<file path="config.mk">
export PLATFORM = sky130hd
export DESIGN_NAME = tap_shake_rest_detector_top
export DESIGN_NICKNAME = d
export VERILOG_FILES = /design/src/hw/rtl/tsr_pkg.sv /design/src/hw/rtl/tsr_tap_cell.sv /design/src/hw/rtl/tsr_avg.sv /design/src/hw/rtl/tsr_detect.sv /design/src/hw/rtl/tap_shake_rest_detector_top.sv
export SDC_FILE = /design/constraint.sdc
export NUM_CORES = 1
export LEC_CHECK = 0
export BUFFER_PORTS_ARGS = -buffer_cell sky130_fd_sc_hd__buf_2
export CORE_MARGIN = 2
export CORE_UTILIZATION = 35
export CTS_BUF_LIST = sky130_fd_sc_hd__clkbuf_4 sky130_fd_sc_hd__clkbuf_8
export CTS_CLUSTER_SIZE = 20
export DETAILED_ROUTE_END_ITERATION = 8
export GPL_TIMING_DRIVEN = 0
export PLACE_DENSITY = 0.62
export SLEW_MARGIN = 15
export SYNTH_ARGS = -nofsm -noshare
export SYNTH_HDL_FRONTEND = slang
export SYNTH_SLANG_ARGS = --single-unit
</file>
<file path="constraint.sdc">
create_clock -name clock -period 8.2 [get_ports clock]
set_clock_uncertainty 0.2 [all_clocks]
set_input_delay 0 -clock clock [delete_from_list [all_inputs] [get_ports clock]]
set_output_delay 0 -clock clock [all_outputs]
set_load 0.01 [all_outputs]
</file>
<file path="src/hw/rtl/tsr_pkg.sv">
// Shared types and constants for the tap, shake and rest detector.
package tsr_pkg;

   // Widths of the scaled sample and of the configuration address and data.
   localparam int SAMPLE_W   = 10;
   localparam int CSR_ADDR_W = 5;
   localparam int CSR_DATA_W = 32;

   // Raw samples are scaled down by two to the power of this shift.
   localparam int SCALE_SHIFT = 6;

   // Activity below this level counts as resting.
   localparam logic [10:0] REST_LEVEL = 11'd25;

   // Mean thresholds that pick the rest direction.
   localparam logic signed [11:0] REST_LEFT_MEAN  = 12'sd450;
   localparam logic signed [11:0] REST_RIGHT_MEAN = 12'sd550;

   // After a shake the hit holdoff is stretched by this factor.
   localparam int SHAKE_HOLDOFF_MULT = 10;

   // Configuration register reset values.
   localparam logic [8:0]  HIT_STEP_RESET    = 9'd50;
   localparam logic [10:0] SHAKE_LEVEL_RESET = 11'd200;
   localparam logic [15:0] DWELL_RESET       = 16'd20;
   localparam logic [15:0] HOLDOFF_RESET     = 16'd100;
   localparam logic [15:0] WINDOW_RESET      = 16'd50;

   // Register indexes on the configuration port.
   typedef enum logic [2:0] {
      REG_HIT_STEP    = 3'd0,
      REG_SHAKE_LEVEL = 3'd1,
      REG_DWELL_COUNT = 3'd2,
      REG_HOLDOFF_MS  = 3'd3,
      REG_WINDOW_MS   = 3'd4
   } reg_index_type;

   typedef logic signed [SAMPLE_W-1:0] sample_type;

   typedef struct packed {
      logic signed [15:0] raw_sample;
      logic [31:0]        now_ms;
   } req_payload_type;

   typedef struct packed {
      logic [9:0]  right_hit;
      logic [9:0]  left_hit;
      logic [10:0] shake_value;
      logic        rest_left;
      logic        rest_right;
      logic        window_open;
      logic [31:0] window_end_ms;
   } rsp_payload_type;

   typedef struct packed {
      logic [8:0]  hit_step;
      logic [10:0] shake_level;
      logic [15:0] dwell_count;
      logic [15:0] hit_holdoff_ms;
      logic [15:0] window_ms;
   } cfg_type;

   // Scaled sample of the current item and the moving mean that includes it.
   typedef struct packed {
      sample_type cur;
      sample_type mean;
   } avg_type;

endpackage

</file>
<file path="src/hw/rtl/tsr_tap_cell.sv">
// One cell of the averaging tap line: holds one scaled sample.
module tsr_tap_cell (
   input  logic                clock,
   input  logic                reset,
   input  logic                shift_en,
   input  tsr_pkg::sample_type sample_in,
   output tsr_pkg::sample_type sample_out
);

   tsr_pkg::sample_type sample_ff;
   tsr_pkg::sample_type sample_in_mux;

   // The cell takes its neighbor's sample whenever the line advances.
   assign sample_in_mux = shift_en ? sample_in : sample_ff;

   always_ff @(posedge clock) begin
      if (reset) begin
         sample_ff <= '0;
      end else begin
         sample_ff <= sample_in_mux;
      end
   end

   assign sample_out = sample_ff;

endmodule

</file>
<file path="src/hw/rtl/tsr_avg.sv">
// Sample scaling, tap line of cells and running-sum moving average.
module tsr_avg #(
   parameter int TAPS = 8
) (
   input  logic                clock,
   input  logic                reset,
   input  logic                shift_en,
   input  logic signed [15:0]  raw_sample,
   output tsr_pkg::avg_type    avg_out
);

   localparam int L_W    = $clog2(TAPS);
   localparam int SUM_W  = tsr_pkg::SAMPLE_W + L_W;
   localparam int OFFSET = (1 << (tsr_pkg::SAMPLE_W - 1)) * TAPS;
   // Reciprocal for an exact floor division of a SUM_W-bit value by TAPS.
   localparam int SHIFT  = SUM_W + L_W;
   localparam int MULT_W = SUM_W + 1;
   localparam int PROD_W = SUM_W + MULT_W;
   localparam logic [MULT_W-1:0] MULT = MULT_W'(((1 << SHIFT) + TAPS - 1) / TAPS);

   tsr_pkg::sample_type cur;
   tsr_pkg::sample_type line [TAPS+1];

   logic signed [SUM_W-1:0] sum_ff;
   logic signed [SUM_W-1:0] sum_in;
   logic [SUM_W-1:0]        biased;
   logic [PROD_W-1:0]       prod;
   logic [tsr_pkg::SAMPLE_W-1:0] quot;

   // Arithmetic shift floors toward minus infinity.
   assign cur     = tsr_pkg::sample_type'(raw_sample >>> tsr_pkg::SCALE_SHIFT);
   assign line[0] = cur;

   genvar gi;
   generate
      for (gi = 0; gi < TAPS; gi++) begin : g_cell
         tsr_tap_cell u_cell (
            .clock      (clock),
            .reset      (reset),
            .shift_en   (shift_en),
            .sample_in  (line[gi]),
            .sample_out (line[gi+1])
         );
      end
   endgenerate

   // The last cell holds the sample that leaves the window with this item.
   assign sum_in = sum_ff - SUM_W'(line[TAPS]) + SUM_W'(cur);

   always_ff @(posedge clock) begin
      if (reset) begin
         sum_ff <= '0;
      end else if (shift_en) begin
         sum_ff <= sum_in;
      end
   end

   // Bias the sum to be non-negative, divide, then remove the bias again.
   assign biased = $unsigned(sum_in) + SUM_W'(OFFSET);
   assign prod   = PROD_W'(biased) * PROD_W'(MULT);
   assign quot   = prod[SHIFT +: tsr_pkg::SAMPLE_W];

   assign avg_out.cur  = cur;
   assign avg_out.mean = tsr_pkg::sample_type'({~quot[tsr_pkg::SAMPLE_W-1],
                                                 quot[tsr_pkg::SAMPLE_W-2:0]});

endmodule

</file>
<file path="src/hw/rtl/tsr_detect.sv">
// Hit detection, holdoff timing and the shake and rest gesture counters.
module tsr_detect (
   input  logic                     clock,
   input  logic                     reset,
   input  logic                     accept,
   input  logic [31:0]              now_ms,
   input  tsr_pkg::avg_type         avg_in,
   input  tsr_pkg::cfg_type         cfg,
   output tsr_pkg::rsp_payload_type result
);

   tsr_pkg::sample_type last_scaled_ff;
   logic [10:0] activity_ff, activity_in;
   logic        armed_ff, armed_in;
   logic [31:0] rearm_time_ff, rearm_time_in;
   logic [15:0] shake_wait_ff, shake_wait_in;
   logic [15:0] rest_wait_ff, rest_wait_in;
   logic [15:0] timeout_ff, timeout_in;
   logic [10:0] shake_held_ff, shake_held_in;
   logic        rest_left_ff, rest_left_in;
   logic        rest_right_ff, rest_right_in;

   logic signed [10:0] dev_diff;
   logic [9:0]         dev;
   logic signed [11:0] d_prev;
   logic signed [11:0] cur_x, mean_x, step_x, step2_x;
   logic               armed_now, fall, rise, right, left, hit, armed_post;
   logic [19:0]        holdoff_long;

   assign cur_x   = 12'(avg_in.cur);
   assign mean_x  = 12'(avg_in.mean);
   assign step_x  = $signed({3'b000, cfg.hit_step});
   assign step2_x = $signed({2'b00, cfg.hit_step, 1'b0});
   assign d_prev  = cur_x - 12'(last_scaled_ff);

   assign dev_diff = 11'(avg_in.cur) - 11'(avg_in.mean);
   assign dev      = dev_diff[10] ? 10'(-dev_diff) : dev_diff[9:0];

   assign armed_now = armed_ff | (now_ms > rearm_time_ff);
   assign fall      = (d_prev < -step_x) && (cur_x < mean_x - step2_x);
   assign rise      = (d_prev > step_x) && (cur_x > mean_x + step2_x);
   // A falling hit disarms, so a rising hit cannot follow in the same item.
   assign right      = fall & armed_now;
   assign left       = rise & armed_now & ~right;
   assign hit        = right | left;
   assign armed_post = armed_now & ~hit;

   assign activity_in  = {1'b0, activity_ff[10:1]} + {1'b0, dev};
   assign holdoff_long = 20'(cfg.hit_holdoff_ms) * 20'(tsr_pkg::SHAKE_HOLDOFF_MULT);

   always_comb begin
      armed_in      = armed_post;
      rearm_time_in = hit ? now_ms + 32'(cfg.hit_holdoff_ms) : rearm_time_ff;
      shake_wait_in = shake_wait_ff;
      rest_wait_in  = rest_wait_ff;
      timeout_in    = timeout_ff;
      shake_held_in = shake_held_ff;
      rest_left_in  = rest_left_ff;
      rest_right_in = rest_right_ff;
      if (activity_in > cfg.shake_level) begin
         if (shake_wait_ff == '0) begin
            if (armed_post) begin
               shake_held_in = activity_in;
               armed_in      = 1'b0;
               rearm_time_in = now_ms + 32'(holdoff_long);
               rest_left_in  = 1'b0;
               rest_right_in = 1'b0;
            end else begin
               shake_held_in = '0;
            end
         end else begin
            shake_wait_in = shake_wait_ff - 16'd1;
         end
         rest_wait_in = cfg.dwell_count;
         timeout_in   = cfg.dwell_count;
      end else if (activity_in < tsr_pkg::REST_LEVEL && mean_x < tsr_pkg::REST_LEFT_MEAN) begin
         if (rest_wait_ff == '0) begin
            rest_left_in  = 1'b1;
            rest_right_in = 1'b0;
            shake_held_in = '0;
         end else begin
            rest_wait_in = rest_wait_ff - 16'd1;
         end
         shake_wait_in = cfg.dwell_count;
         timeout_in    = cfg.dwell_count;
      end else if (activity_in < tsr_pkg::REST_LEVEL && mean_x > tsr_pkg::REST_RIGHT_MEAN) begin
         if (rest_wait_ff == '0) begin
            rest_right_in = 1'b1;
            rest_left_in  = 1'b0;
            shake_held_in = '0;
         end else begin
            rest_wait_in = rest_wait_ff - 16'd1;
         end
         shake_wait_in = cfg.dwell_count;
         timeout_in    = cfg.dwell_count;
      end else begin
         rest_wait_in  = cfg.dwell_count;
         shake_wait_in = cfg.dwell_count;
         if (timeout_ff == '0) begin
            rest_left_in  = 1'b0;
            rest_right_in = 1'b0;
            shake_held_in = '0;
         end else begin
            timeout_in = timeout_ff - 16'd1;
         end
      end
   end

   always_ff @(posedge clock) begin
      if (reset) begin
         last_scaled_ff <= '0;
         activity_ff    <= '0;
         armed_ff       <= 1'b1;
         rearm_time_ff  <= '0;
         shake_wait_ff  <= tsr_pkg::DWELL_RESET;
         rest_wait_ff   <= tsr_pkg::DWELL_RESET;
         timeout_ff     <= tsr_pkg::DWELL_RESET;
         shake_held_ff  <= '0;
         rest_left_ff   <= 1'b0;
         rest_right_ff  <= 1'b0;
      end else if (accept) begin
         last_scaled_ff <= avg_in.cur;
         activity_ff    <= activity_in;
         armed_ff       <= armed_in;
         rearm_time_ff  <= rearm_time_in;
         shake_wait_ff  <= shake_wait_in;
         rest_wait_ff   <= rest_wait_in;
         timeout_ff     <= timeout_in;
         shake_held_ff  <= shake_held_in;
         rest_left_ff   <= rest_left_in;
         rest_right_ff  <= rest_right_in;
      end
   end

   assign result.right_hit     = right ? dev : '0;
   assign result.left_hit      = left ? dev : '0;
   assign result.shake_value   = shake_held_in;
   assign result.rest_left     = rest_left_in;
   assign result.rest_right    = rest_right_in;
   assign result.window_open   = hit;
   assign result.window_end_ms = hit ? now_ms + 32'(cfg.window_ms) : '0;

endmodule

</file>
<file path="src/hw/rtl/tap_shake_rest_detector_top.sv">
// Top level of the tap, shake and rest detector with its register port.
//
// Each input item carries one raw signed accelerometer sample of one axis
// and a free-running millisecond timestamp. For every accepted item the
// block returns exactly one result item: right and left hit magnitudes,
// the held shake value and rest flags, and the start of a comparison
// window with its closing time.
// An item is accepted on a clock edge where req_valid is high and
// req_stall is low; results leave the same way on rsp_valid and rsp_stall.
// The result is loaded into the output register on the accepting clock edge.
// The block takes one item every cycle unless the output stalls; its tap
// line, running sum and reciprocal multiply for the mean reach the output
// register combinationally. When the receiver stalls, the output register
// holds its item and req_stall rises only while it waits; no item is lost.
// Reset loads the configuration registers with their defaults, clears the
// tap line, the running sum, the activity level and the held gestures,
// arms hit detection and reloads the dwell counters with the default.
// The user writes configuration over the APB-style csr_ port while idle; the
// block does not check it. Registers lie at byte addresses 0, 4, 8, 12, 16.
module tap_shake_rest_detector_top #(
   parameter int TAPS = 8
) (
   input  logic                                clock,
   input  logic                                reset,
   input  logic                                req_valid,
   output logic                                req_stall,
   input  tsr_pkg::req_payload_type            req_payload,
   output logic                                rsp_valid,
   input  logic                                rsp_stall,
   output tsr_pkg::rsp_payload_type            rsp_payload,
   input  logic                                csr_psel,
   input  logic                                csr_penable,
   input  logic                                csr_pwrite,
   input  logic [tsr_pkg::CSR_ADDR_W-1:0]      csr_paddr,
   input  logic [tsr_pkg::CSR_DATA_W-1:0]      csr_pwdata,
   output logic [tsr_pkg::CSR_DATA_W-1:0]      csr_prdata,
   output logic                                csr_pready
);

   tsr_pkg::cfg_type         cfg_ff;
   tsr_pkg::reg_index_type   reg_index;
   tsr_pkg::avg_type         avg;
   tsr_pkg::rsp_payload_type result;
   tsr_pkg::rsp_payload_type rsp_payload_ff;
   logic                     rsp_valid_ff, rsp_valid_in;
   logic                     req_fire, csr_write;

   // Register port: always ready, written on the access phase of a write.
   assign csr_pready = 1'b1;
   assign csr_write  = csr_psel & csr_penable & csr_pwrite & csr_pready;
   assign reg_index  = tsr_pkg::reg_index_type'(csr_paddr[4:2]);

   always_ff @(posedge clock) begin
      if (reset) begin
         cfg_ff.hit_step       <= tsr_pkg::HIT_STEP_RESET;
         cfg_ff.shake_level    <= tsr_pkg::SHAKE_LEVEL_RESET;
         cfg_ff.dwell_count    <= tsr_pkg::DWELL_RESET;
         cfg_ff.hit_holdoff_ms <= tsr_pkg::HOLDOFF_RESET;
         cfg_ff.window_ms      <= tsr_pkg::WINDOW_RESET;
      end else if (csr_write) begin
         case (reg_index)
            tsr_pkg::REG_HIT_STEP:    cfg_ff.hit_step       <= csr_pwdata[8:0];
            tsr_pkg::REG_SHAKE_LEVEL: cfg_ff.shake_level    <= csr_pwdata[10:0];
            tsr_pkg::REG_DWELL_COUNT: cfg_ff.dwell_count    <= csr_pwdata[15:0];
            tsr_pkg::REG_HOLDOFF_MS:  cfg_ff.hit_holdoff_ms <= csr_pwdata[15:0];
            tsr_pkg::REG_WINDOW_MS:   cfg_ff.window_ms      <= csr_pwdata[15:0];
            default: ;
         endcase
      end
   end

   always_comb begin
      case (reg_index)
         tsr_pkg::REG_HIT_STEP:    csr_prdata = 32'(cfg_ff.hit_step);
         tsr_pkg::REG_SHAKE_LEVEL: csr_prdata = 32'(cfg_ff.shake_level);
         tsr_pkg::REG_DWELL_COUNT: csr_prdata = 32'(cfg_ff.dwell_count);
         tsr_pkg::REG_HOLDOFF_MS:  csr_prdata = 32'(cfg_ff.hit_holdoff_ms);
         tsr_pkg::REG_WINDOW_MS:   csr_prdata = 32'(cfg_ff.window_ms);
         default:                  csr_prdata = '0;
      endcase
   end

   // Input side stalls only while a finished result waits on a stalled output.
   assign req_stall = rsp_valid_ff & rsp_stall;
   assign req_fire  = req_valid & ~req_stall;

   tsr_avg #(
      .TAPS (TAPS)
   ) u_avg (
      .clock      (clock),
      .reset      (reset),
      .shift_en   (req_fire),
      .raw_sample (req_payload.raw_sample),
      .avg_out    (avg)
   );

   tsr_detect u_detect (
      .clock  (clock),
      .reset  (reset),
      .accept (req_fire),
      .now_ms (req_payload.now_ms),
      .avg_in (avg),
      .cfg    (cfg_ff),
      .result (result)
   );

   // Output register: loads on every accepted item, holds while stalled.
   assign rsp_valid_in = req_fire | (rsp_valid_ff & rsp_stall);

   always_ff @(posedge clock) begin
      if (reset) begin
         rsp_valid_ff <= 1'b0;
      end else begin
         rsp_valid_ff <= rsp_valid_in;
      end
   end

   always_ff @(posedge clock) begin
      if (req_fire) begin
         rsp_payload_ff <= result;
      end
   end

   assign rsp_valid   = rsp_valid_ff;
   assign rsp_payload = rsp_payload_ff;

`ifndef SYNTHESIS
   // An accepted item always lands in the output register.
   a_fire_loads: assert property (@(posedge clock) disable iff (reset)
      req_fire |=> rsp_valid_ff)
      else $error("accepted item did not reach the output register");

   // A window opens on exactly one hit, and only then carries a hit or end time.
   a_window_one_hit: assert property (@(posedge clock) disable iff (reset)
      rsp_valid_ff && rsp_payload_ff.window_open |->
         ((rsp_payload_ff.right_hit != '0) != (rsp_payload_ff.left_hit != '0)))
      else $error("window opened without exactly one hit");

   a_no_window_no_hit: assert property (@(posedge clock) disable iff (reset)
      rsp_valid_ff && !rsp_payload_ff.window_open |->
         (rsp_payload_ff.right_hit == '0) && (rsp_payload_ff.left_hit == '0) &&
         (rsp_payload_ff.window_end_ms == '0))
      else $error("hit or window end without an open window");

   // Shake and the two rest states exclude one another.
   a_gesture_exclusive: assert property (@(posedge clock) disable iff (reset)
      rsp_valid_ff |->
         !(rsp_payload_ff.rest_left && rsp_payload_ff.rest_right) &&
         ((rsp_payload_ff.shake_value == '0) ||
          (!rsp_payload_ff.rest_left && !rsp_payload_ff.rest_right)))
      else $error("conflicting gesture states reported");
`endif

endmodule

</file>
* Word level (Yosys, flattened, before mapping)
Cells that the tools add are included.
** Word-level totals
- Input bits :: 92
- Bits in registers :: 333
- Logic and storage cells :: 134
** Operators by class
- $lt $le $gt $ge :: 9
- Reductions and logical operators :: 15
- Equal/unequal tests :: 6
- Bitwise logic cells :: 15
- Multipliers :: 1
- Multiplexer cells :: 41
- $add $sub $neg :: 16
** Operator list (number)
- 16-bit two-way mux :: 10
- 32-bit two-way mux :: 4
- 16-bit one-hot mux with 5 select lines :: 1
- 11-bit two-way mux :: 7
- 32-bit by 16-bit adder with 32-bit output :: 2
- 16-bit logical NOT :: 3
- 16-bit by 1-bit subtractor with 16-bit output, second input constant :: 3
- 32-bit by 20-bit adder with 32-bit output :: 1
- 32-bit greater-than comparator :: 1
- 10-bit by 10-bit subtractor with 11-bit output :: 2
- 16-bit by 3-bit multiplier with 19-bit output, second input constant :: 1
- 1-bit two-way mux :: 18
- 2-bit AND reduction :: 7
- 13-bit by 10-bit adder with 13-bit output :: 1
- 13-bit adder, second input constant :: 1
- 13-bit by 10-bit subtractor with 13-bit output :: 1
- 10-bit by 11-bit adder with 12-bit output :: 1
- 10-bit by 12-bit greater-than comparator with 1-bit output :: 1
- 12-bit by 10-bit greater-than comparator with 1-bit output :: 1
- 10-bit by 12-bit less-than comparator with 1-bit output :: 1
- 12-bit less-than comparator :: 1
- 9-bit negation with 12-bit output :: 1
- 10-bit by 11-bit subtractor with 12-bit output :: 1
- 10-bit by 10-bit adder with 11-bit output :: 1
- other kinds (16) :: 32

* Logic depth before layout (Yosys ltp)
Gate-level depths: netlist (run 1).
- Depth after elaboration :: 16
- Depth in mapped cells :: 38
- Depth with buffers taken out :: 36

* Cells and area by module
Synthesis (run 1) repeated with hierarchy kept, for this count alone.
** Unflattened totals
- Cells, all modules :: 2784
- Area total of the unflattened synthesis :: 24247.0 um2
** By module, submodules not included
- tsr_detect :: sequential area each 2282.2 um2, area each 14298.7 um2, instances 1, cells each 1898
- tap_shake_rest_detector_top :: sequential area each 3363.2 um2, area each 5425.2 um2, instances 1, cells each 415
- tsr_tap_cell :: sequential area each 200.2 um2, area each 352.8 um2, instances 8, cells each 32
- tsr_avg :: sequential area each 260.2 um2, area each 1700.4 um2, instances 1, cells each 215

* Least setup slack after synthesis (run 1)
No wires, ideal clock.
- Path type :: register to register
- From :: register u_avg.sum_ff[1]
- To :: register rsp_payload_ff (netlist bit rsp_payload[33]), data pin
- Path slack :: 381 ps
- Library setup time :: 255 ps
- Cell stages (with the launch flop) :: 36
- Clock period less this slack :: 7819 ps
- Buffers on the path :: 3
- Data arrival time :: 7364 ps
- Cell sequence :: dfxtp_1 inv_1 fa_1 inv_1 fa_1 a211oi_1 o21a_1 o21ai_0 a31o_2 a21oi_1 nor2_1 nor2_1 xnor2_1 inv_1 ha_1 a21oi_1 a21oi_1 nand2_1 or3_1 nand2_1 ha_1 clkbuf_1 and4_1 a2111oi_0 o21ai_1 o21a_2 ha_1 a211o_1 a41oi_1 o21ai_1 a22o_1 nand2_1 clkbuf_1 clkbuf_1 nand2_1 and3_1
** RTL lines
- start: declaration :: RTL line tsr_avg.sv:24 : logic signed [SUM_W-1:0] sum_ff;
- start signal: assignment :: RTL line tsr_avg.sv:54 : sum_ff <= sum_in;
- end signal: assignment :: RTL line tap_shake_rest_detector_top.sv:120 : rsp_payload_ff <= result;
- end: declaration :: RTL line tap_shake_rest_detector_top.sv:44 : tsr_pkg::rsp_payload_type rsp_payload_ff;

==> results of run 1 <==
## area by class of cell
type / count / share of cell area (%)
plain buffers: 144 / 2.52
multi-input cells: 2224 / 53.2
clock inverters: 26 / 0.801
diodes: 9 / 0.0788
well taps: 864 / 3.78
flip-flops and latches: 332 / 25.6
clock buffers: 87 / 3.82
repair buffers: 295 / 7.50
inverters: 213 / 2.80
## where the power goes
group	switching (mW)	internal, mW
clock network	0.782	0.957
logic	6.56	4.06
registers	0.112	2.04
## registers in the layout, summed over array words and instances, names as in the netlist
| name | cells |
|---|---|
| u_detect.rearm_time_ff | 32 |
| u_detect.rest_left_ff | 1 |
| u_detect.last_scaled_ff | 10 |
| u_detect.shake_wait_ff | 16 |
| u_avg.g_cell.u_cell.sample_out | 70 |
| u_detect.rest_wait_ff | 16 |
| rsp_payload | 66 |
| u_avg.sum_ff | 13 |
| u_detect.rest_right_ff | 1 |
| u_detect.shake_held_ff | 11 |
| u_detect.timeout_ff | 16 |
| rsp_valid | 1 |
| cfg_ff | 68 |
| u_detect.armed_ff | 1 |
| u_detect.activity_ff | 10 |
## layer usage
layer  share of wire, %  vias to the layer above
li1                   -                    11100
met1                 43                    10900
met2                 45                      871
met3                8.2                      208
met4                3.9                        6
met5              0.049                        -
## logic make-up (layout without fill, tap and decap cells)
group,after synthesis,after routing,share of synthesized area [%]
XOR/XNOR,120,120,4.51
multiplexers,39,39,1.75
flip-flops,332,332,31.4
AO/OA/AOI/OAI,838,839,23.1
adder cells (fa/ha/maj),253,253,14.2
buffers and inverters,360,765,6.18
AND/OR/NAND/NOR,956,956,18.8
other,2,26,0.0322
## worst reg2reg max path: cells and delay by family (launching register included)
kind	cells	cell delay, ns
fa+ha+maj	7	2.24
flops	1	0.33
xor+xnor	3	0.57
compound gates	12	2.43
simple gates	5	0.85
buf+inv	7	0.77
mux	1	0.28
## placed cells by master, fill, tap and decap left out, types with 27 or more instances in the layout
cell             n
a21oi_1        311
clkbuf_8        71
nor3_1          56
nand2b_1        32
dfxtp_1        266
o21a_1          27
nor2_1         175
buf_4           57
a211oi_1        28
xnor2_1         69
inv_1          208
a21o_1          40
a22oi_1         27
nand3_1         61
dlygate4sd3_1  106
nand2_1        441
xor2_1          31
or3_1           34
o21ai_0        113
edfxtp_1        66
clkbuf_1        87
ha_1           219
buf_2          155
## worst max path at each step
| stage | from | end | slack, ns | cells after the start |
|---|---|---|---|---|
| final | u_avg.sum_ff[1] | rsp_payload[35] | 0.31 | 35 |
| after global routing | u_avg.sum_ff[1] | u_detect.shake_wait_ff[6] | -0.10 | 37 |
| after floorplan | u_avg.sum_ff[1] | rsp_payload[33] | 0.38 | 35 |
| after detailed placement | req_payload[42] | u_detect.rearm_time_ff[15] | -2.24 | 36 |
| after global placement | req_payload[42] | u_detect.rearm_time_ff[15] | -2.09 | 36 |
| after CTS | u_avg.sum_ff[1] | rsp_payload[35] | -0.004 | 37 |
## timing repair
action	in CTS	in global routing
setup endpoints to repair	129	138
endpoints found under the hold margin	169	0
gates cloned	1	1
hold buffers	106	0
resized for setup	66	100
pin swaps	5	35
buffers inserted	9	28
## through the flow
step / utilization, % / cell area, um^2 / setup WS, ns / instances
final: 43.4 / 28600 / 0.305 / 4194
after global routing: 43.4 / 28600 / -0.101 / 4192
after CTS: 42.4 / 27900 / -0.00431 / 4159
after detailed placement: 38.3 / 25200 / -2.24 / 3930
after global placement: 38.2 / 25200 / -2.09 / 3929
after floorplan: - / 23400 / 0.381 / 2915
==> out/metrics.cfg, run 1 <==
[die]
coreArea_mm2 = 0.0659
start_util_pct = 35.4
dieArea_mm2 = 0.0686
fp-row-count = 94
ios = 193
dieWidth_um = 262
dieHeight_um = 262

[worst_setup_path]
rr_startpoint = u_avg.sum_ff[1]
r2r_setup_slack_ns = 0.31
critPathKind = reg2reg
timing.rr.end = rsp_payload[35]
arrival_ns = 8.15
start_kind = flip-flop
cp_num_buf_inv = 7
r2r_cells = 35
cp_top_family = compound AO/OA/AOI/OAI gates
slowest_stage = fa_1
endpoint_kind = flip-flop
cp.required_ns = 8.45
slowest_delay_ns = 0.49
crit_fanout = 10

[drt]
post_drt_wl_per_cell_um = 19.8
route.vias.total = 23200
ant_nets = 0
wirelength_mm = 83.1
drtIter0Drc = 2117
detail_route.first_pass.iterations = 6
drc_errors = 0
vias_per_cell = 5.52

[timing]
rsz0062_at_grt = true
fmax_mhz = 127
slew_viol_final = 0
fin_tns_setup_ns = 0
holdWs_ns = 0.0321
slew_headroom_pct = 14.5
worst_pin_slew_ns = 1.27
period_needed_ns = 7.89
hold_viol_final = 0
finalSetupViolations = 0
period_share_pct = 96.3

[clock_network]
root_buffer = clkbuf_8
cts_made_buffers = 60
cts_tree = built
clock_latency_ns = 0.73
path_clk_slew_ns = 0.06
cts.sinks = 332
clock_path_buffers = 3
ctsHtreeMaxLevel = 2

[global_route]
grt_max_degree = 39
grt_use_met2_pct = 38.0
grt.total_usage_pct = 23.5
grt_antenna_before_repair = 12
grt_pass1_wl_mm = 125
grt.overflow.total = 0
met3_usage_pct = 4.74
grt.busiest_layer = met2
grt_pass1_vias = 21600
met1_usage_pct = 30.8

[cells_and_area]
multi_input_area_mm2 = 0.0152
area_growth_pct = 22.7
ff_latch_area_mm2 = 0.00731
nNetsFinal = 3613
drive_above_1_share_pct = 14.5
fillers = 6659

[placed_design]
port_buffers = 150
hpwl_mm = 62.1
place_congestion = 0.964

[synth]
synth_cell_types = 97
avgSynthCellArea_um2 = 8.03
ys_ff_latch = 332
synth_ff_type = dfxtp_1
synth_largest_area_cell = dfxtp_1
seq_area_frac_synth_pct = 31.4
ys_async_sr_fraction_pct = 0
synth_area_leaders = dfxtp_1 23%, ha_1 12%, edfxtp_1 8.5%
yosysMostFrequentCell = nand2_1
syn-cell-area_mm2 = 0.0233
yosysTopAreaCellShare_pct = 22.9
syn-instance-count = 2900
yosysWarningCount = 0
synth_edf_count = 66
synth_common_cells = 444 x nand2_1, 322 x a21oi_1, 266 x dfxtp_1

[worst_hold_path]
min_path_type = in2reg
holdPathStages = 4
min_to = u_detect.rearm_time_ff[26]
hold_start = req_payload[26]

[pwr]
power_density_mw_per_mm2 = 507
p_leak_nw = 11.6
power_mw = 14.5
ir_worst_vdd_mv = 0.641

[flow_run]
drv_cap = 0

[status]
status = finished, final reports clean

(Power assumes the default switching activity.)
==> inputs of run 2 (changes only) <==
--- a/config.mk
+++ b/config.mk
@@ -5,6 +5,7 @@
 export SDC_FILE = /design/constraint.sdc
 export NUM_CORES = 1
 export LEC_CHECK = 0
+export ABC_AREA = 1
 export BUFFER_PORTS_ARGS = -buffer_cell sky130_fd_sc_hd__buf_2
 export CORE_MARGIN = 2
 export CORE_UTILIZATION = 35
==> out/metrics.cfg, run 2 <==
[status]
status = finished, final reports clean

[synth]
yosysTopAreaCellShare_pct = 21.6
synth_cell_types = 59
synth_edf_count = 66
ys_async_sr_fraction_pct = 0
ys_ff_latch = 332
yosysWarningCount = 0
yosysMostFrequentCell = nand2_1
avgSynthCellArea_um2 = 6.92
synth_area_leaders = dfxtp_1 22%, ha_1 12%, nand2_1 11%
syn-instance-count = 3565
synth_largest_area_cell = dfxtp_1
synth_ff_type = dfxtp_1
synth_common_cells = 726 x nand2_1, 426 x nor2_1, 419 x inv_1
seq_area_frac_synth_pct = 29.6
syn-cell-area_mm2 = 0.0247

[cells_and_area]
final_common_cell = nand2_1
largest_register_ffs = 70
drive_above_1_share_pct = 9.10
final_cell_mix = 726 x nand2_1, 426 x nor2_1, 419 x inv_1
area_growth_pct = 17.8
instances_no_fill = 4885
fillers = 7394
nNetsFinal = 4240

[clock_network]
cts_tree = built
clock_latency_ns = 0.69
root_buffer = clkbuf_8
cts_resized = 0
cts.sinks = 332
ctsHtreeMaxLevel = 2
cts_made_buffers = 60
path_clk_slew_ns = 0.06
post_cts_buffers = 0
clock_path_buffers = 3
postCtsHoldBufs = 104

[worst_setup_path]
timing.rr.end = u_detect.shake_held_ff[5]
start_kind = flip-flop
slowest_stage = xor2_1
startpoint = u_avg.sum_ff[1]
setup.worst_path.end = u_detect.shake_held_ff[5]
rr_startpoint = u_avg.sum_ff[1]
r2r_setup_slack_ns = 0.54
arrival_ns = 8.02
r2r_cells = 36
crit_fanout = 10
cp.required_ns = 8.56
endpoint_kind = flip-flop
slowest_delay_ns = 0.60
critPathKind = reg2reg
crit_top_cell = nand3_1

[worst_hold_path]
min_path_type = in2reg

[flow_run]
drv_cap = 0

[timing]
hold_viol_final = 0
holdWs_ns = 0.0334
worst_pin_slew_ns = 1.15
slew_viol_final = 0
fmax_mhz = 131
period_share_pct = 93.4
finalSetupViolations = 0
rsz0062_at_grt = false
period_needed_ns = 7.66
slew_headroom_pct = 23.0
fin_tns_setup_ns = 0

[placed_design]
place_congestion = 0.978
port_buffers = 150
placed_cells = 4671
hpwl_mm = 68.2

[die]
start_util_pct = 35.3
dieHeight_um = 270
fp-row-count = 97
dieArea_mm2 = 0.0727
dieWidth_um = 270
coreArea_mm2 = 0.0699
ios = 193

[global_route]
grt_use_met2_pct = 39.2
grt_max_degree = 39
grt.busiest_layer = met2
grt.overflow.total = 0
grt_pass1_wl_mm = 133
grt_pass1_vias = 23300
grt.total_usage_pct = 23.3
met3_usage_pct = 4.01
met1_usage_pct = 29.6
grt_antenna_before_repair = 4

[drt]
wirelength_mm = 87.2
detail_route.first_pass.iterations = 6
post_drt_wl_per_cell_um = 17.8
drtIter0Drc = 2030
drc_errors = 0
ant_nets = 0
route.vias.total = 24800
vias_per_cell = 5.09

[run 2: how the worst min path moves through the flow]
stage	slack, ns	to	start	cells after the start
final	0.03	cfg_ff[0]	csr_pwdata[0]	4
after global routing	0.03	cfg_ff[1]	csr_pwdata[1]	4
after CTS	0.003	cfg_ff[6]	csr_pwdata[6]	4
after detailed placement	0.09	rsp_valid	req_valid	3
after global placement	0.07	rsp_valid	req_valid	3
after floorplan	-0.08	req_stall	rsp_stall	2
[run 2: cell families after synthesis]
logic type | Yosys count | share of synthesized area (%)
and+or+nand+nor | 1508 | 25.7
xor gates and xnor gates | 154 | 5.50
other | 2 | 0.0304
buffers and inverters | 568 | 9.24
DFF | 332 | 29.6
AOI/OAI and AO/OA | 750 | 16.6
adders and majority gates | 251 | 13.4
[run 2: stage by stage]
step / utilization, % / setup WS, ns / area [um^2]
after floorplan: - / 2.10 / 24700
after global placement: 38.1 / 0.650 / 26700
after detailed placement: 38.2 / 0.579 / 26700
after CTS: 41.6 / 0.621 / 29100
after global routing: 41.6 / 0.0109 / 29100
final: 41.6 / 0.545 / 29100
[run 2: final cells by class]
| type | count | area (um^2) | area share, % |
|---|---|---|---|
| diodes | 2 | 5.00 | 0.0172 |
| plain buffers | 137 | 663 | 2.28 |
| clock buffers | 88 | 1110 | 3.82 |
| clock inverters | 20 | 229 | 0.787 |
| inverters | 431 | 1620 | 5.57 |
| multi-input cells | 2680 | 15200 | 52.1 |
| flip-flops and latches | 332 | 7310 | 25.1 |
| well taps | 940 | 1180 | 4.04 |
| repair buffers | 255 | 1820 | 6.26 |
[run 2: metal layers]
layer / part of all wire [%] / vias to the layer above
li1: - / 12400
met5: 0 / -
met3: 6.6 / 181
met2: 46 / 817
met4: 4.2 / 0
met1: 43 / 11400
[run 2: critical path: cells and delay by family (launching register included)]
| family | cells | cell delay [ns] |
|---|---|---|
| buffers and inverters | 7 | 0.78 |
| AO/OA/AOI/OAI | 3 | 0.65 |
| XOR/XNOR | 4 | 1.56 |
| adder cells (fa/ha/maj) | 5 | 2.09 |
| AND/OR/NAND/NOR | 17 | 1.94 |
| flip-flops | 1 | 0.31 |
Power of run 2 is left out: the tool's default activity adds up to more than one toggle a clock period on the data nets, which glitch-free logic cannot reach.
==> inputs of run 3 (changes only) <==
--- a/config.mk
+++ b/config.mk
@@ -13,8 +13,9 @@
 export CTS_CLUSTER_SIZE = 20
 export DETAILED_ROUTE_END_ITERATION = 8
 export GPL_TIMING_DRIVEN = 0
-export PLACE_DENSITY = 0.62
+export PLACE_DENSITY = 0.6
 export SLEW_MARGIN = 15
 export SYNTH_ARGS = -nofsm -noshare
 export SYNTH_HDL_FRONTEND = slang
+export SYNTH_HIERARCHICAL = 1
 export SYNTH_SLANG_ARGS = --single-unit
==> constraint.sdc (replaced) <==
create_clock -name clock -period 8.6 [get_ports clock]
set_clock_uncertainty 0.2 [all_clocks]
set_input_delay 0 -clock clock [delete_from_list [all_inputs] [get_ports clock]]
set_output_delay 0 -clock clock [all_outputs]
set_load 0.01 [all_outputs]
==> out/metrics.cfg, run 3 <==
[synth]
synth_edf_count = 66
ys_async_sr_fraction_pct = 0
syn-cell-area_mm2 = 0.0267
synth_area_leaders = dfxtp_1 21%, nand2_1 16%, ha_1 11%
ys_ff_latch = 342
syn-instance-count = 4088
avgSynthCellArea_um2 = 6.54
synth_common_cells = 1,141 x nand2_1, 577 x inv_1, 516 x nor2_1
seq_area_frac_synth_pct = 28.1
synth_ff_type = dfxtp_1
yosysMostFrequentCell = nand2_1
synth_cell_types = 50
yosysWarningCount = 6
synth_largest_area_cell = dfxtp_1
yosysTopAreaCellShare_pct = 20.7

[cells_and_area]
fin_util_pct = 41.7
multi_input_area_mm2 = 0.0161
nNetsFinal = 4802
final_cell_mix = 1,141 x nand2_1, 577 x inv_1, 514 x nor2_1
drive_above_1_share_pct = 10.0
area_growth_pct = 18.2
fillers = 8071
final_common_cell = nand2_1
largest_register_ffs = 80
ff_latch_area_mm2 = 0.00751
final_area_mm2 = 0.0316

[worst_setup_path]
crit_top_cell = nand2_1
r2r_setup_slack_ns = 0.79
critPathKind = reg2reg
start_kind = flip-flop
slowest_stage = fa_1
timing.rr.end = u_detect/rearm_time_ff[31]
endpoint_kind = flip-flop
rr_startpoint = u_avg/g_cell[7].u_cell/sample_out[2]
cp.required_ns = 8.89
slowest_delay_ns = 0.50
r2r_cells = 42
crit_fanout = 10
arrival_ns = 8.10

[timing]
finalSetupViolations = 0
fin_tns_setup_ns = 0
period_needed_ns = 7.81
period_share_pct = 90.8
worst_pin_slew_ns = 0.943
slew_headroom_pct = 37.1
slew_viol_final = 0
rsz0062_at_grt = false
hold_viol_final = 0
fmax_mhz = 128

[pwr]
p_clk_share_pct = 12.9
ir_worst_vdd_mv = 0.920
power_switching_mw = 7.58
power_density_mw_per_mm2 = 436
power_frac_seq_pct = 16.6
p_leak_nw = 15.9
p_sw_share_pct = 55.1
intPower_mw = 6.19
comb_power_share_pct = 70.4

[placed_design]
hpwl_mm = 66.0
dpl_cell_area_mm2 = 0.0289
port_buffers = 151
place_congestion = 0.940

[die]
ios = 193
coreArea_mm2 = 0.0758
dieArea_mm2 = 0.0786
dieWidth_um = 280
fp-row-count = 101
start_util_pct = 35.3
dieHeight_um = 280

[drt]
drtIter0Drc = 1884
detail_route.first_pass.iterations = 6
route.vias.total = 26500
vias_per_cell = 4.83
ant_nets = 0
post_drt_wl_per_cell_um = 15.7
wirelength_mm = 86.2
drc_errors = 0

[global_route]
grt_antenna_before_repair = 1
grt_pass1_wl_mm = 135
grt_pass1_vias = 24700
grt_max_degree = 26
grt.overflow.total = 0
grt.total_usage_pct = 21.7

[clock_network]
cts_made_buffers = 67
root_buffer = clkbuf_8
path_clk_slew_ns = 0.07
clock_latency_ns = 0.66
post_cts_buffers = 0
ctsHtreeMaxLevel = 3
cts_tree = built
cts.sinks = 342
clock_path_buffers = 3

[worst_hold_path]
holdPathStages = 6
min_to = cfg_ff[28]
min_path_type = in2reg
hold_start = csr_pwdata[12]

[status]
status = finished, final reports clean

[flow_run]
drv_cap = 0

[run 3: cell type report]
cell class | count | share of cell area, %
clock inverters | 22 | 0.546
diodes | 1 | 0.00792
clock buffers | 98 | 3.97
inverters | 599 | 7.12
repair buffers | 284 | 6.78
flip-flops and latches | 342 | 23.8
multi-input cells | 3003 | 50.9
plain buffers | 158 | 3.06
well taps | 978 | 3.87
[run 3: power groups by stage]
stage	Clock (mW)	Combinational, mW	Sequential (mW)
2_1_floorplan	0	6.68	2.35
3_3_place_gp	0	9.36	2.32
3_5_place_dp	0	9.45	2.32
4_1_cts	1.84	9.57	2.29
5_1_grt	1.91	10.8	2.33
6_report	1.78	9.69	2.29
[run 3: cell families (layout without fill, tap and decap cells)]
group           after synthesis  after routing  share of synthesized area [%]
compound gates              492            492                           9.89
fa+ha+maj                   255            255                           12.5
other cells                   2             18                         0.0281
xor+xnor                    159            159                           5.24
flops                       342            342                           28.1
buf+inv                     758           1161                           12.1
simple gates               2080           2080                           32.2
[run 3: through the flow]
stage	hold WS (ns)	setup slack, ns	std cells	total power, mW
final	0.0647	0.789	5485	13.8
after global routing	0.0558	0.0926	5485	15.0
after CTS	0.00361	0.106	5485	13.7
after detailed placement	0.0725	0.157	5236	11.8
after global placement	0.0626	-0.652	5232	11.7
after floorplan	-0.131	1.82	4103	9.03
[run 3: worst max-delay path: cells and delay by family (launching register included)]
kind,cells,cell delay (ns)
and+or+nand+nor,22,2.39
adders and majority gates,5,1.89
xor gates and xnor gates,3,0.99
buffers and inverters,6,0.93
AOI/OAI and AO/OA,6,0.84
DFF,1,0.35
[run 3: per-layer routing]
| metal | global-route usage [%] | share of wire, % | up-vias |
|---|---|---|---|
| met3 | 3.19 | 6.1 | 141 |
| met1 | 29.0 | 46 | 11900 |
| met4 | 7.54 | 2.9 | 0 |
| met5 | 0 | 0 | - |
| met2 | 35.5 | 45 | 768 |
| li1 | - | - | 13600 |
[run 3: how the worst max path moves through the flow]
| stage | slack (ns) | from | cells past startpoint | end |
|---|---|---|---|---|
| after floorplan | 1.82 | u_avg/sum_ff[2] | 49 | rsp_payload[34] |
| after CTS | 0.11 | u_avg/sum_ff[2] | 49 | u_detect/rearm_time_ff[19] |
| after global placement | -0.65 | rsp_valid | 8 | u_detect/rest_wait_ff[6] |
| after global routing | 0.09 | u_avg/sum_ff[2] | 44 | u_detect/rearm_time_ff[31] |
| after detailed placement | 0.16 | u_avg/g_cell[7].u_cell/sample_out[2] | 48 | u_detect/rearm_time_ff[19] |
| final | 0.79 | u_avg/g_cell[7].u_cell/sample_out[2] | 42 | u_detect/rearm_time_ff[31] |
[run 3: what timing repair did]
item	in CTS	in global routing
endpoints found under the hold margin	280	0
hold buffers	129	0
endpoints found under the setup margin	0	98
gates resized for setup	0	4
